--- config.mk ---
export PLATFORM = sky130hd
export DESIGN_NAME = bounded_ordered_list
export DESIGN_NICKNAME = d
export VERILOG_FILES = /design/src/hdl/bol_pkg.sv /design/src/hdl/bol_cell.sv /design/src/hdl/bounded_ordered_list.sv
export SDC_FILE = /design/constraint.sdc
export NUM_CORES = 1
export LEC_CHECK = 0
export ABC_AREA = 1
export BUFFER_PORTS_ARGS = -buffer_cell sky130_fd_sc_hd__buf_2
export CORE_MARGIN = 4
export CORE_UTILIZATION = 35
export DETAILED_ROUTE_END_ITERATION = 6
export SYNTH_ARGS = -nofsm -noshare
export SYNTH_HDL_FRONTEND = slang
export SYNTH_SLANG_ARGS = --single-unit
--- constraint.sdc ---
create_clock -name clk -period 5.85 [get_ports clk]
set_clock_uncertainty 0.1 [all_clocks]
set_input_delay 0.8775 -clock clk [delete_from_list [all_inputs] [get_ports clk]]
set_output_delay 0.8775 -clock clk [all_outputs]
set_load 0.02 [all_outputs]
--- src/hdl/bol_pkg.sv ---
// Shared types, codes and default sizes for the bounded ordered list.
// Used by bol_cell and bounded_ordered_list; depends on nothing else.
package bol_pkg;

    localparam int DEFAULT_CAPACITY  = 8;
    localparam int DEFAULT_WORD_BITS = 32;
    localparam int ACTION_BITS       = 3;
    localparam int VALUE_BITS        = 32;
    localparam int STATUS_BITS       = 2;
    localparam int DATA_BITS         = 32;

    // Request actions.
    localparam logic [ACTION_BITS-1:0] ACT_APPEND   = 3'd0;
    localparam logic [ACTION_BITS-1:0] ACT_PREPEND  = 3'd1;
    localparam logic [ACTION_BITS-1:0] ACT_DELETE   = 3'd2;
    localparam logic [ACTION_BITS-1:0] ACT_CONTAINS = 3'd3;
    localparam logic [ACTION_BITS-1:0] ACT_READ_ALL = 3'd4;

    // Response status codes.
    localparam logic [STATUS_BITS-1:0] STAT_OK        = 2'd0;
    localparam logic [STATUS_BITS-1:0] STAT_FULL      = 2'd1;
    localparam logic [STATUS_BITS-1:0] STAT_NOT_FOUND = 2'd2;

    // Commands broadcast to every cell of the chain.
    localparam logic [2:0] CMD_HOLD    = 3'd0;
    localparam logic [2:0] CMD_APPEND  = 3'd1;
    localparam logic [2:0] CMD_PREPEND = 3'd2;
    localparam logic [2:0] CMD_DELETE  = 3'd3;
    localparam logic [2:0] CMD_ROTATE  = 3'd4;

    typedef struct packed {
        logic [2:0] cmd;
    } bol_ctl_t;

    // Where a cell sits relative to the current fill level.
    typedef struct packed {
        logic occ;   // cell holds a live entry
        logic tail;  // first free cell
        logic last;  // highest live entry
    } bol_pos_t;

endpackage

--- src/hdl/bol_cell.sv ---
// One storage cell of the list chain: holds one entry and moves it to or
// from its neighbors under the broadcast command. Depends on bol_pkg.
module bol_cell
    import bol_pkg::*;
#(
    parameter int WORD_BITS = DEFAULT_WORD_BITS
)
(
    input  logic                 clk,
    input  bol_ctl_t             ctl,
    input  bol_pos_t             pos,
    input  logic [WORD_BITS-1:0] word,
    input  logic [WORD_BITS-1:0] head,
    input  logic [WORD_BITS-1:0] left_data,
    input  logic [WORD_BITS-1:0] right_data,
    input  logic                 seen_in,
    output logic                 seen_out,
    output logic [WORD_BITS-1:0] data
);

    logic [WORD_BITS-1:0] data_reg;
    logic [WORD_BITS-1:0] data_next;
    logic                 match;

    // A match here or anywhere below tells higher cells to close the gap.
    assign match    = pos.occ && (data_reg == word);
    assign seen_out = seen_in | match;
    assign data     = data_reg;

    always_comb
    begin
        data_next = data_reg;
        case (ctl.cmd)
            CMD_APPEND:
            begin
                if (pos.tail)
                begin
                    data_next = word;
                end
            end
            CMD_PREPEND:
            begin
                data_next = left_data;
            end
            CMD_DELETE:
            begin
                if (seen_out)
                begin
                    data_next = right_data;
                end
            end
            CMD_ROTATE:
            begin
                data_next = pos.last ? head : right_data;
            end
            default:
            begin
                data_next = data_reg;
            end
        endcase
    end

    always_ff @(posedge clk)
    begin
        data_reg <= data_next;
    end

endmodule

--- src/hdl/bounded_ordered_list.sv ---
// Bounded ordered list: a chain of CAPACITY cells holding words in order.
// Depends on bol_pkg and bol_cell.
//
// Append, prepend, delete and contains each take one request beat and give
// one response beat in the next cycle; a new request can be taken every
// cycle as long as the response side keeps up, since the output register
// frees its slot in the same cycle its beat is taken. All cells compare
// against the request word at once and shift toward or away from the head
// together. Read all gives count response beats, one per cycle unless
// stalled, because the chain rotates one place per cycle and the head cell
// feeds the output register; after count rotations the list is back in its
// original order. During read all no request is taken, so a read all
// occupies the block until its last beat is in the output register, stalls
// included. A read all on an empty list, a delete or contains with no match,
// and an undefined action each give a single not-found beat; append or
// prepend on a full list gives one full beat and leaves the list as it was.
// Entries are stored in WORD_BITS bits (the low bits of the request value)
// and come back zero extended or cut to the 32-bit data port.
module bounded_ordered_list
    import bol_pkg::*;
#(
    parameter int CAPACITY  = DEFAULT_CAPACITY,
    parameter int WORD_BITS = DEFAULT_WORD_BITS
)
(
    input  logic                          clk,
    input  logic                          rst_n,
    input  logic                          req_valid,
    output logic                          req_ready,
    input  logic        [ACTION_BITS-1:0] action,
    input  logic signed [VALUE_BITS-1:0]  value,
    output logic                          rsp_valid,
    input  logic                          rsp_ready,
    output logic        [STATUS_BITS-1:0] status,
    output logic signed [DATA_BITS-1:0]   data,
    output logic                          data_valid,
    output logic                          last
);

    localparam int CW = $clog2(CAPACITY + 1);

    // Control state.
    logic [CW-1:0] count_reg;
    logic [CW-1:0] count_next;
    logic          rd_busy_reg;
    logic          rd_busy_next;
    logic [CW-1:0] rd_left_reg;
    logic [CW-1:0] rd_left_next;
    logic          rsp_valid_reg;
    logic          rsp_valid_next;

    // Output payload register.
    logic [STATUS_BITS-1:0] status_reg;
    logic [STATUS_BITS-1:0] status_next;
    logic [DATA_BITS-1:0]   data_reg;
    logic [DATA_BITS-1:0]   data_next;
    logic                   data_valid_reg;
    logic                   data_valid_next;
    logic                   last_reg;
    logic                   last_next;

    logic                 req_fire;
    logic                 slot_free;
    logic                 list_full;
    logic                 found;
    logic [WORD_BITS-1:0] word;
    bol_ctl_t             ctl;

    logic [WORD_BITS-1:0] cell_data [CAPACITY];
    logic [CAPACITY:0]    seen;

    // Only the low WORD_BITS bits of the value are stored and compared.
    assign word = WORD_BITS'($unsigned(value));

    assign slot_free = !rsp_valid_reg || rsp_ready;
    assign req_ready = !rd_busy_reg && slot_free;
    assign req_fire  = req_valid && req_ready;
    assign list_full = (count_reg == CW'(CAPACITY));
    assign found     = seen[CAPACITY];

    // The chain. Cell 0 is the head; a prepend feeds the request word into
    // it from the left, and the top cell re-reads itself from the right.
    assign seen[0] = 1'b0;

    for (genvar i = 0; i < CAPACITY; i++)
    begin : g_cell
        bol_pos_t             pos;
        logic [WORD_BITS-1:0] left_data;
        logic [WORD_BITS-1:0] right_data;

        assign pos.occ  = (CW'(i) < count_reg);
        assign pos.tail = (count_reg == CW'(i));
        assign pos.last = (count_reg == CW'(i + 1));

        if (i == 0)
        begin : g_first
            assign left_data = word;
        end
        else
        begin : g_inner
            assign left_data = cell_data[i-1];
        end

        if (i == CAPACITY - 1)
        begin : g_top
            assign right_data = cell_data[i];
        end
        else
        begin : g_below
            assign right_data = cell_data[i+1];
        end

        bol_cell #(
            .WORD_BITS (WORD_BITS)
        ) u_cell (
            .clk        (clk),
            .ctl        (ctl),
            .pos        (pos),
            .word       (word),
            .head       (cell_data[0]),
            .left_data  (left_data),
            .right_data (right_data),
            .seen_in    (seen[i]),
            .seen_out   (seen[i+1]),
            .data       (cell_data[i])
        );
    end

    // Sequencing. A pending read-all stream has priority over new requests;
    // requests are blocked while it runs anyway.
    always_comb
    begin
        count_next      = count_reg;
        rd_busy_next    = rd_busy_reg;
        rd_left_next    = rd_left_reg;
        rsp_valid_next  = rsp_valid_reg && !rsp_ready;
        status_next     = status_reg;
        data_next       = data_reg;
        data_valid_next = data_valid_reg;
        last_next       = last_reg;
        ctl.cmd         = CMD_HOLD;

        if (rd_busy_reg && slot_free)
        begin
            // Emit the head entry and rotate the live part of the chain.
            ctl.cmd         = CMD_ROTATE;
            rsp_valid_next  = 1'b1;
            status_next     = STAT_OK;
            data_next       = DATA_BITS'(cell_data[0]);
            data_valid_next = 1'b1;
            last_next       = (rd_left_reg == CW'(1));
            rd_left_next    = rd_left_reg - CW'(1);
            rd_busy_next    = (rd_left_reg != CW'(1));
        end
        else if (req_fire)
        begin
            rsp_valid_next  = 1'b1;
            status_next     = STAT_NOT_FOUND;
            data_next       = '0;
            data_valid_next = 1'b0;
            last_next       = 1'b1;
            case (action)
                ACT_APPEND, ACT_PREPEND:
                begin
                    if (list_full)
                    begin
                        status_next = STAT_FULL;
                    end
                    else
                    begin
                        ctl.cmd     = (action == ACT_APPEND) ? CMD_APPEND : CMD_PREPEND;
                        count_next  = count_reg + CW'(1);
                        status_next = STAT_OK;
                    end
                end
                ACT_DELETE:
                begin
                    if (found)
                    begin
                        ctl.cmd     = CMD_DELETE;
                        count_next  = count_reg - CW'(1);
                        status_next = STAT_OK;
                    end
                end
                ACT_CONTAINS:
                begin
                    if (found)
                    begin
                        status_next = STAT_OK;
                    end
                end
                ACT_READ_ALL:
                begin
                    if (count_reg != '0)
                    begin
                        // Beats follow from the rotation stream.
                        rsp_valid_next = 1'b0;
                        rd_busy_next   = 1'b1;
                        rd_left_next   = count_reg;
                    end
                end
                default:
                begin
                    status_next = STAT_NOT_FOUND;
                end
            endcase
        end
    end

    always_ff @(posedge clk or negedge rst_n)
    begin
        if (!rst_n)
        begin
            count_reg     <= '0;
            rd_busy_reg   <= 1'b0;
            rd_left_reg   <= '0;
            rsp_valid_reg <= 1'b0;
        end
        else
        begin
            count_reg     <= count_next;
            rd_busy_reg   <= rd_busy_next;
            rd_left_reg   <= rd_left_next;
            rsp_valid_reg <= rsp_valid_next;
        end
    end

    always_ff @(posedge clk)
    begin
        status_reg     <= status_next;
        data_reg       <= data_next;
        data_valid_reg <= data_valid_next;
        last_reg       <= last_next;
    end

    assign rsp_valid  = rsp_valid_reg;
    assign status     = status_reg;
    assign data       = $signed(data_reg);
    assign data_valid = data_valid_reg;
    assign last       = last_reg;

`ifndef SYNTHESIS
    // The fill level never passes the capacity.
    assert property (@(posedge clk) disable iff (!rst_n)
        count_reg <= CW'(CAPACITY))
        else $error("list count exceeds capacity");

    // A running read-all stream has beats left and no more than the list holds.
    assert property (@(posedge clk) disable iff (!rst_n)
        rd_busy_reg |-> (rd_left_reg != '0) && (rd_left_reg <= count_reg))
        else $error("read-all beat counter out of range");

    // The list does not change size while it is being streamed out.
    assert property (@(posedge clk) disable iff (!rst_n)
        rd_busy_reg |=> count_reg == $past(count_reg))
        else $error("count changed during read-all");
`endif

endmodule

After elaboration in Yosys (flattened, before gate mapping)
Index checks and enable logic that the tools add are counted. W data, S select, Z words.

$add $sub $neg: 3. $lt $le $gt $ge: 8. Eq/ne operators: 45. Multiplexer cells: 59. Bitwise logic cells: 8. Reductions and logical operators: 37.

Operator list (number): $pmux W32 S4 (7); $mux W32 (25); $eq A32 B32 Y1 (8); $pmux W32 S3 (1); $ne A2 B1 Y1 const B (14); $mux W4 (6); $reduce_and A3 Y1 (8); $eq A4 B3 Y1 const B (4); $lt A3 B4 Y1 const A (4); $eq A3 B2 Y1 const B (4); $logic_and A1 B1 Y1 (12); $mux W1 (11); $mux W2 (5); $ne A2 B2 Y1 const B (5); $eq A4 B1 Y1 const B (2); $eq A4 B2 Y1 const B (2); $lt A1 B4 Y1 const A (2); $lt A2 B4 Y1 const A (2); $pmux W2 S2 (2); $pmux W4 S2 (1); $reduce_bool A2 Y1 (4); $reduce_bool A4 Y1 (2); $sub A4 B1 Y4 const B (2); $or A1 B1 Y1 (7); 15 further kinds (20).

Bits in registers: 302. Bits of input ports: 39. Output and inout bits: 38. Logic and storage cells: 176.

Longest topological paths before layout
Depth in word-level cells: 16. Depth in mapped cells: 21. Gate-level depth less buffers: 17.

Cells and area by module
Synthesis repeated with hierarchy kept, for this count alone.

Cell total of the unflattened synthesis: 3112. Area, all modules: 23483.8 µm².

By module, submodules not included: bol_cell (times used 8, cells each 357, area an instance 2646.3 µm², seq. area each 960.9 µm²); bounded_ordered_list (times used 1, cells each 256, area an instance 2313.5 µm², seq. area each 1301.2 µm²).

Least setup slack after synthesis
OpenSTA, ideal clock, no wires.

Path type: input-to-reg. From: input value[23]. To: register g_cell[4].u_cell.data_reg[0], enable pin. Setup time: 0.432 ns. Arrival time: 4.096 ns. Data required time: 5.318 ns. Slack: 1.222 ns. Stages on the path: 15. Path buffers: 4. Path through: buf_4 inv_2 buf_4 or2_1 nand4_1 nor3_1 nand3_1 nor2_1 nor3_4 nand4_2 nand2_4 nor2_4 buf_4 buf_2 a21oi_1.

Longest elaborated chain between the ends: 16. Elaborated cells between the ends (all ways): 35. Those cells by class: eq/ne (14); mux (4); bitwise (7); reduce/logical (10).

Ends and longest elaborated chain: start: declaration (RTL line bounded_ordered_list.sv:31) `input logic signed [VALUE_BITS-1:0] value,`; $eq A32 B32 Y1 (RTL line bol_cell.sv:26) `assign match = pos.occ && (data_reg == word);`; $logic_and A1 B1 Y1 (RTL line bol_cell.sv:26); $or A1 B1 Y1 (7 in a row) (RTL line bol_cell.sv:27) `assign seen_out = seen_in | match;`; $mux W2 (RTL line bounded_ordered_list.sv:178) `if (found)`; $pmux W2 S2 (RTL line bounded_ordered_list.sv:162) `case (action)`; $mux W2 (RTL line bounded_ordered_list.sv:155) `else if (req_fire)`; $mux W3 (RTL line bounded_ordered_list.sv:143) `if (rd_busy_reg && slot_free)`; $eq A3 B2 Y1, or another cell as far along (RTL line bol_cell.sv:33) `case (ctl.cmd)`; $ne A2 B1 Y1 (no line) or $reduce_bool A4 Y1 (tied branches); $reduce_and A3 Y1 (no line) (*); end signal: assignment (RTL line bol_cell.sv:65) `data_reg <= data_next;`; end: declaration (RTL line bol_cell.sv:21) `logic [WORD_BITS-1:0] data_reg;`.

Mark *: on every way between the ends. The rest lies on a longest branch, timed or not. A chain may end at the register's enable or synchronous reset.

Worst setup path in the final report
From: register count_reg[1]. To: register g_cell[0].u_cell.data_reg[7], enable pin.

Longest elaborated chain between the ends: 16. Elaborated cells between the ends (all ways): 40. Those cells by class: order compare (8); eq/ne (9); mux (5); bitwise (7); reduce/logical (11).

Ends and longest elaborated chain: start: declaration (RTL line bounded_ordered_list.sv:43) `logic [CW-1:0] count_reg;`; start signal: assignment (RTL line bounded_ordered_list.sv:221) `count_reg <= count_next;`; $lt A1 B4 Y1 (RTL line bounded_ordered_list.sv:91) `assign pos.occ = (CW'(i) < count_reg);`; $logic_and A1 B1 Y1 (RTL line bol_cell.sv:26); $or A1 B1 Y1 (7 in a row) (RTL line bol_cell.sv:27); $mux W2 (RTL line bounded_ordered_list.sv:178); $pmux W2 S2 (RTL line bounded_ordered_list.sv:162); $mux W2 (RTL line bounded_ordered_list.sv:155); $mux W3 (RTL line bounded_ordered_list.sv:143); $eq A3 B2 Y1, or another cell as far along (RTL line bol_cell.sv:33); $ne A2 B1 Y1 (no line), or another cell as far along; $reduce_and A4 Y1 (no line) (*); end signal: assignment (RTL line bol_cell.sv:65); end: declaration (RTL line bol_cell.sv:21).

Marks and branches as above.

==> results.tsv <==
metric	value	unit
compound-gate portion of the synthesized area	22.1	%
Area contributors post-synth	edfxtp_1 (44%), a21oi_1 (11%), nand2_1 (7.4%)	
number of CTS-inserted buffers	38	
Post-synth top flop	edfxtp_1	
hold_buf cts	0	
Post-DP HPWL	43300	um
DRT Wirelength	70500	um
DIE WIDTH	246	um
Initial Util	35.6	%
final hold viol count	0	
Yosys top cell area share	43.9	%
core area	55500	um2
Post-CTS Setup Inserts	0	
max reg flops	256	
routed vias/inst	5.87	
Synth Area in Simple Gates	18.0	%
H-tree levels	2	
syn_nets	2464	
gr ovfl total	0	
CTS sink cnt	302	
Post-Syn Area per Cell	8.18	um2
CP Max Fanout	33	
Setup crit end kind	flop	
synth-to-layout area growth	9.76	%
number of port buffers	76	
vias	18599	
PostCTS Resize Cnt	0	
clk_lat worst skew	0.57	ns
Initial DRC Count	2420	
Ports	77	
Warnings, synthesis	0	
Synth Area in Adders	0.443	%
final cycle utilization of the critical path	76.4	%
drt first pass iters	7	
number of max-cap violations	0	
post-synth top area cell	edfxtp_1	
most frequent cells in the layout	a21oi_1 (430), nand2_1 (389), edfxtp_1 (289)	
Worst Tran Pin Value	1.24	ns
first-pass GRT wire length	107000	um
crit path from	count_reg[1]$_DFFE_PN0P_	
Pwr Total	10900	uW
Worst EP arrival	4.62	ns
Max-slew headroom	17.0	%
clk buf depth	3	
# DRC	2	
Wirelength per Cell	22.2	um
DIE AREA	60400	um2
CTS Root Cell	clkbuf_16	
Fillers	5623	
Final Slew Violations	0	
Post-Synthesis Cells	2418	
ys async rst share	3.31	%
maximum vdd drop	0.277	mV
failing checks	DRC	
hold slack	0.0769	ns
Post-Synth XOR/XNOR Area	6.42	%
leading cell type in the layout, fill and taps excluded	a21oi_1	
vias in the first global route	17366	
Routed Antenna Nets	0	
multi-input logic area	9420	um2
largest family of logic cells by synthesized area	compound AO/OA/AOI/OAI gates	
leakage	0.00811	uW
status	complete, but fails checks	
unrepaired setup endpoints after global routing	no	
Chip Height	246	um
P per Cell Area	503	nW/um2
mux share of post-synthesis cell area	0	%
worst r2r src	count_reg[1]$_DFFE_PN0P_	
Setup crit start kind	flop	
Syn Std Cell Area	19800	um2
Setup CP Type	reg -> reg	
sequential fraction of the synthesis area	45.4	%
Rows	86	
Peak Freq	224	MHz
register bit total from synthesis	302	
HP Class	in -> async	
GRT Overall Usage	22.5	%
nets	2439	
Clk pin slew, worst setup/hold paths	0.06	ns
layout cells sized above 1	8.55	%
post-layout min period	4.47	ns
Netlist cell types	46	
TritonCTS clock tree	built	
largest net degree at the start of global routing	132	
Data required, critical path	6.00	ns
gpl congestion	0.908	
FF/Latch Area	8990	um2
endpoints failing setup	0	
initial antenna violation count	3	
Util after Layout	39.1	%
EDFF count, synth	289	
setup_tns	0	ns
[power breakdown]
group / switching (uW) / internal, uW
clock: 969 / 1280
sequential: 778 / 3600
combinational: 3010 / 1310
total: 4750 / 6180
[cell usage after synthesis, drive strengths merged (2+ instances only)]
library cell and n:
buf 74, clkbuf 93, a211oi 8, o2111ai 2, nand2 392, edfxtp 289
o21ai 262, nor4 3, nand4 22, nor3b 2, o211ai 94, o22ai 13
dfrtp 10, dfxtp 3, clkinv 8, a21oi 431, inv 151, nor2 164
nor3 22, ha 7, xnor2 91, nand3 201, xor2 54, or2 16
[critical path, stage by stage, from the launching register on]
cell,delay [ns]
dfrtp_1,0.50
ha_1,0.24
inv_1,0.10
o21ai_0,0.25
o2111ai_1,0.26
nor3_1,0.49
nand3_1,0.19
nand4_2,0.20
nand2_4,0.12
nand2_1,0.09
nand2_2,0.05
buf_4,0.36
nand3_1,0.17
nand2_1,0.11
nor2_4,0.58
buf_4,0.35
[metal layers]
| layer | part of all wire, % | GRT usage, % | vias to the layer above | wire length [um] |
|---|---|---|---|---|
| met4 | 3.5 | 8.43 | 2 | 2470 |
| li1 | - | - | 8480 | - |
| met5 | 0.018 | 0 | - | 13 |
| met3 | 8.9 | 3.01 | 170 | 6240 |
| met1 | 42 | 31.8 | 8922 | 29900 |
| met2 | 45 | 35.4 | 1025 | 31800 |
[final timing paths]
check | to | slack [ns] | cells past startpoint
setup / recovery | g_cell[0].u_cell.data[7]$_DFFE_PP_ | 1.38 | 15
hold / removal | rsp_valid$_DFF_PN0_ | 0.08 | 1
setup reg to reg | g_cell[0].u_cell.data[7]$_DFFE_PP_ | 1.38 | 15
hold reg to reg | data_valid$_SDFFE_PP1P_ | 0.35 | 2
max in group asynchronous | rd_left_reg[3]$_DFFE_PN0P_ | 5.38 | 1
min in group clk | data_valid$_SDFFE_PP1P_ | 0.35 | 2
[final cells by class]
type,instances,area share [%]
diodes,1,0.0115
clock buffers,55,4.97
clock inverters,13,0.259
inverters,159,2.78
multi-input cells,1790,43.3
flip-flops and latches,302,41.4
well taps,748,4.31
repair buffers,102,2.94
[kinds of logic after synthesis]
kind of cell    after synthesis
simple gates                823
compound gates              815
buf+inv                     326
flops                       302
xor+xnor                    145
fa+ha+maj                     7
[per-stage QoR]
step	cells	instance area [um2]	setup slack [ns]
2_1_floorplan	2418	19800	1.22
3_3_place_gp	3101	20600	1.10
3_5_place_dp	3101	20600	1.10
4_1_cts	3169	21700	1.50
5_1_grt	3169	21700	1.17
6_report	3170	21700	1.38
No activity file was read; power rests on OpenSTA's default activity.
